==> src/rtl/core/rshc_pkg.sv <==
package rshc_pkg;

  localparam int INDEX_BITS = 10;
  localparam int DEPTH      = 1 << INDEX_BITS;
  localparam int HASH_MULT  = 23;
  localparam int TRIES_W    = INDEX_BITS + 1;
  localparam int WORD_W     = 32;

  typedef logic [INDEX_BITS-1:0] idx_t;
  typedef logic [TRIES_W-1:0]    tries_t;

  // controller to datapath
  typedef struct packed {
    logic clr_step;   // write one zero entry of the clearing pass
    logic load;       // capture the input beat
    logic hash_first; // hash the address, arm the probe limit
    logic rehash;     // step to the next probe slot
    logic rd;         // read the slot at the probe index
    logic commit;     // update the table and load the result register
  } cmd_t;

  // datapath to controller
  typedef struct packed {
    logic clr_last;   // clearing pass at the last entry
    logic addr_zero;  // captured address is zero
    logic stop;       // slot read is empty or holds the address
    logic tries_zero; // probe limit used up
    logic out_free;   // result register can take a beat
  } sts_t;

endpackage

==> src/rtl/core/rshc_ctrl.sv <==
module rshc_ctrl (
  input  logic          clk_i,
  input  logic          rst_ni,
  input  logic          in_valid_i,
  output logic          in_stall_o,
  input  rshc_pkg::sts_t sts_i,
  output rshc_pkg::cmd_t cmd_o
);
  import rshc_pkg::*;

  localparam logic [2:0] ST_CLEAR  = 3'd0;
  localparam logic [2:0] ST_IDLE   = 3'd1;
  localparam logic [2:0] ST_HASH   = 3'd2;
  localparam logic [2:0] ST_READ   = 3'd3;
  localparam logic [2:0] ST_CHECK  = 3'd4;
  localparam logic [2:0] ST_COMMIT = 3'd5;

  logic [2:0] state_q, state_d;

  always_comb begin
    state_d    = state_q;
    cmd_o      = '0;
    in_stall_o = 1'b1;
    case (state_q)
      ST_CLEAR: begin
        cmd_o.clr_step = 1'b1;
        if (sts_i.clr_last) state_d = ST_IDLE;
      end
      ST_IDLE: begin
        in_stall_o = 1'b0;
        if (in_valid_i) begin
          cmd_o.load = 1'b1;
          state_d    = ST_HASH;
        end
      end
      ST_HASH: begin
        if (sts_i.addr_zero) begin
          state_d = ST_COMMIT;
        end else begin
          cmd_o.hash_first = 1'b1;
          state_d          = ST_READ;
        end
      end
      ST_READ: begin
        cmd_o.rd = 1'b1;
        state_d  = ST_CHECK;
      end
      ST_CHECK: begin
        if (sts_i.stop || sts_i.tries_zero) begin
          state_d = ST_COMMIT;
        end else begin
          cmd_o.rehash = 1'b1;
          state_d      = ST_READ;
        end
      end
      ST_COMMIT: begin
        if (sts_i.out_free) begin
          cmd_o.commit = 1'b1;
          state_d      = ST_IDLE;
        end
      end
      default: begin
        state_d = ST_IDLE;
      end
    endcase
  end

  always_ff @(posedge clk_i or negedge rst_ni) begin
    if (!rst_ni) state_q <= ST_CLEAR;
    else         state_q <= state_d;
  end

`ifndef SYNTH
  a_stall_after_accept: assert property (@(posedge clk_i) disable iff (!rst_ni)
    (in_valid_i && !in_stall_o) |=> in_stall_o)
    else $error("input taken while an item is in flight");

  a_commit_to_idle: assert property (@(posedge clk_i) disable iff (!rst_ni)
    cmd_o.commit |=> !in_stall_o)
    else $error("controller not idle after commit");

  a_probe_read_follows: assert property (@(posedge clk_i) disable iff (!rst_ni)
    (cmd_o.hash_first || cmd_o.rehash) |=> cmd_o.rd)
    else $error("probe index set without a slot read");
`endif
endmodule

==> config.mk <==
export PLATFORM = sky130hd
export DESIGN_NAME = rshc_ctrl
export DESIGN_NICKNAME = d
export VERILOG_FILES = /design/src/rtl/core/rshc_pkg.sv /design/src/rtl/core/rshc_ctrl.sv
export SDC_FILE = /design/constraint.sdc
export NUM_CORES = 1
export LEC_CHECK = 0
export BUFFER_PORTS_ARGS = -buffer_cell sky130_fd_sc_hd__buf_2
export CORE_AREA = 2 2 39 41
export DETAILED_ROUTE_END_ITERATION = 7
export DIE_AREA = 0 0 41 43
export HOLD_SLACK_MARGIN = 0.15
export PLACE_DENSITY = 0.46
export SLEW_MARGIN = 25
export SYNTH_ARGS = -nofsm -noshare
export SYNTH_HDL_FRONTEND = slang
export SYNTH_SLANG_ARGS = --single-unit
export TNS_END_PERCENT = 20
==> constraint.sdc <==
create_clock -name clk_i -period 2.4 [get_ports clk_i]
set_input_delay 0.36 -clock clk_i [delete_from_list [all_inputs] [get_ports clk_i]]
set_output_delay 0.36 -clock clk_i [all_outputs]
set_load 0.02 [all_outputs]
Word level (Yosys, flattened, before mapping)
Index checks and enable logic that the tools add are counted.

cells by class
  bitwise logic cells = 0
  equality and inequality tests = 8
  muxes and demuxes = 17
  reductions and logical operators = 3
  $add $sub $neg = 0
  shift-type cells = 0
  multiply operators = 0
  order comparisons = 0
  div/mod/pow operators = 0

operators by type and width
  cell                                            number
  case mux 3 bit (6 select lines)                 1
  2-to-1 mux 3 bit                                5
  2-to-1 mux 1 bit                                11
  == test 3 x 2 -> 1 bit (second input constant)  2
  == test 3 bit (second input constant)           2
  inequality test 2 bit (second input constant)   3
  == test 3 x 1 -> 1 bit (second input constant)  1
  logical NOT 3 bit                               1
  AND reduction 3 bit                             1
  logical OR 1 bit                                1

storage, ports and cells
  input bits = 8
  memory bits (read-only) = 0
  memories kept = 0
  bits in writable memories = 0
  bits in latches = 0
  output and inout port bits = 7
  flip-flop bits (word level) = 3
  logic and storage cells = 29

Longest topological paths before layout
  depth in word-level cells = 3
  gate-level depth with buffers = 3
  mapped depth without buffers = 3

Worst setup path after synthesis
OpenSTA, ideal clock, no wires.

  path type = register to output
  from = register state_q[1]
  to = output cmd_o[2] (netlist bit)
  arrival = 1231 ps
  required time = 2040 ps
  slack = 809 ps
  stages on the path, launching flop included = 3
  path buffers = 0
  path through = dfrtp_1 > nand2b_1 > nor4_1

RTL lines
  what                      line             text
  start: declaration        rshc_ctrl.sv:18  logic [2:0] state_q, state_d;
  start signal: assignment  rshc_ctrl.sv:70  else state_q <= state_d;
  end: declaration          rshc_ctrl.sv:7   output rshc_pkg::cmd_t cmd_o

==> out/summary.txt <==
Hold Path Cell Cnt: 2
CTS clk-pin slew, worst paths: 0.04 ns
Leading area contributor after synthesis: dfrtp_1
Worst slack, placed: 1.03 ns
Most flop-heavy register: state_q
Crit path max fanout: 7
NumNets Final: 52
Outcome: finished, final reports clean
Hold Path End: state_q[2]$_DFFE_PN0P_
Ys Warns: 0
Mean area per synthesized cell: 8.56 sq um
Final setup violation count: 0
Global route overflow: 0
Wirelength per Cell: 9.58 um
Starting Density: 15.5%
Sequential area share after synthesis: 35.1%
Synth top area share: 35.1%
Startpoint Class: register
Post-synth EDFFs: 0
RSZ-0062 raised after global routing: no
Final Max Slew Viols: 0
Layout cells sized above 1: 44.2%
Post-cts resize count: 0
Worst Setup End Kind: primary output
Worst skew pair latency: 0.23 ns
Clock Skew: 0.00191 ns
Initial antenna violation count: 0
MaxCap Viol Count: 0
Largest register FFs: 3
Mapped Cells: 25
Chip width: 41 um
Crit path required time: 2.04 ns
Fin Setup TNS: 0 ns
Largest regs: state_q (3)
Class of the worst hold path: in2reg
Syn nets: 33
First-pass GRT wire length: 897 um
Peak VDD IR: 283 uV
Reg2Reg Launch Point: state_q[0]$_DFFE_PN0P_
Critical path class: reg2out
HPWL Detailed: 433 um
Leakage: 0.168 nW
# rows: 14
Vias in the first global route: 210
Worst hold margin: 0.410 ns
Max Clk Rate: 0.621 GHz
Antenna cell count: 0
Arrival time worst endpoint: 1.25 ns
Ports: 15
P&R area growth vs syn: 53.8%
Post-Syn Area: 214 sq um
Final Hold Vio Count: 0
PwrDens: 1290 nW/um^2
DRT Pass-1 Iters: 3
Largest net degree at the start of global routing: 13
CTS buffer count: 3
Post-synthesis cell type count: 17
# port buffers: 14
Die area: 1760 sq um
Core Area: 1380 sq um
Async SR Flop Fraction: 100%
Synth top area cells: dfrtp_1 (35%), nor3_1 (7.0%), buf_6 (5.3%)
CTS Buffer Depth: 2
R2r setup slk: 1.13 ns
Slew @ Worst Pin: 0.332 ns
Initial DRC Count: 2
Antenna viol nets, final: 0
Total routed wirelength: 565 um
H-tree Lvls: 1
Drc violations: 0
Clk sinks: 3
Max transition margin: 77.9%
Cells on worst reg2reg path: 2
Hold_sp: sts_i[3]
Chip height: 43 um
Vias post-DR: 245
Final setup slack of the worst path: 0.789 ns
TritonCTS clock tree: built
Post-CTS Repair Setup Buffers: 0
Via/cell ratio: 4.15
Period utilization: 67.1%
RR Endpoint: state_q[0]$_DFFE_PN0P_
CTS root buf: clkbuf_4
Minimum clock period: 1.61 ns
GPL Wtd Cong: 0.615
Synthesized flop and latch total: 3
GR Util All Layers: 8.24%
Prevailing post-synth register cell: dfrtp_1
==> layout by cell type (no fill, tap or decap), types with 2 or more instances in the layout <==
cell type   n
nand2_1     2
nor2_1      3
clkbuf_4    3
nor3_1      3
dfrtp_1     3
buf_2      14
o21ai_0     2
==> what timing repair did <==
item / in CTS / in global routing
hold endpoints to repair: 3 / 0
setup endpoints to repair: 0 / 0
hold buffers: 1 / 0
==> report_power, final <==
| group | switching [W] | internal (W) | total [W] |
|---|---|---|---|
| sequential | 0.0000442 | 0.0000747 | 0.000119 |
| clock | 0.0000271 | 0.0000624 | 0.0000894 |
| combinational | 0.000119 | 0.0000963 | 0.000216 |
| total | 0.000191 | 0.000233 | 0.000424 |
==> how the worst max path moves through the flow <==
stage	to	slack [ns]	from
finish	cmd_o[2]	0.79	state_q[1]$_DFFE_PN0P_
global route	cmd_o[2]	0.61	state_q[1]$_DFFE_PN0P_
CTS	cmd_o[2]	0.76	state_q[1]$_DFFE_PN0P_
detailed placement	cmd_o[2]	1.03	state_q[1]$_DFFE_PN0P_
global placement	cmd_o[2]	1.03	state_q[1]$_DFFE_PN0P_
floorplan	cmd_o[2]	0.81	state_q[1]$_DFFE_PN0P_
==> Yosys cell counts (2+ instances only) <==
library cell,instances
nor2_1,3
o21ai_0,2
nand2_1,2
nor3_1,3
dfrtp_1,3
==> logic make-up (layout without fill, tap and decap cells) <==
group           count (synthesis)  count (layout)  share of synthesized area (%)
simple gates                   15              15                           38.6
flops                           3               3                           35.1
buf+inv                         1              19                           5.26
compound gates                  6               6                           21.1
==> layout make-up <==
cell class	count	area, sq um
Multi-Input combinational cell	21	128
Sequential cell	3	75.1
Tap cell	16	20.0
Timing Repair Buffer	15	80.1
Fill cell	155	1050
Clock buffer	4	26.3
==> worst max-delay path, cell delays in order (launching register included) <==
cell and delay, ns:
dfrtp_1 0.42, nand2b_1 0.23, nor4_1 0.17, buf_2 0.20
==> per-layer routing <==
layer	vias up	track usage (%)	part of all wire, %
met2	10	9.69	45
met1	108	9.68	44
met4	0	8.00	0
met5	-	0	0
met3	0	4.71	11
li1	127	-	-
==> metrics by stage <==
| step | util (%) | power, W | area (sq um) | instances |
|---|---|---|---|---|
| 6_report | 23.8 | 0.000424 | 329 | 59 |
| 2_1_floorplan | - | 0.000282 | 214 | 25 |
| 3_3_place_gp | 21.2 | 0.000337 | 293 | 54 |
| 5_1_grt | 23.8 | 0.000467 | 329 | 59 |
| 4_1_cts | 23.8 | 0.000435 | 329 | 59 |
| 3_5_place_dp | 21.2 | 0.000337 | 293 | 54 |
Power figures use the tool's default switching activity.
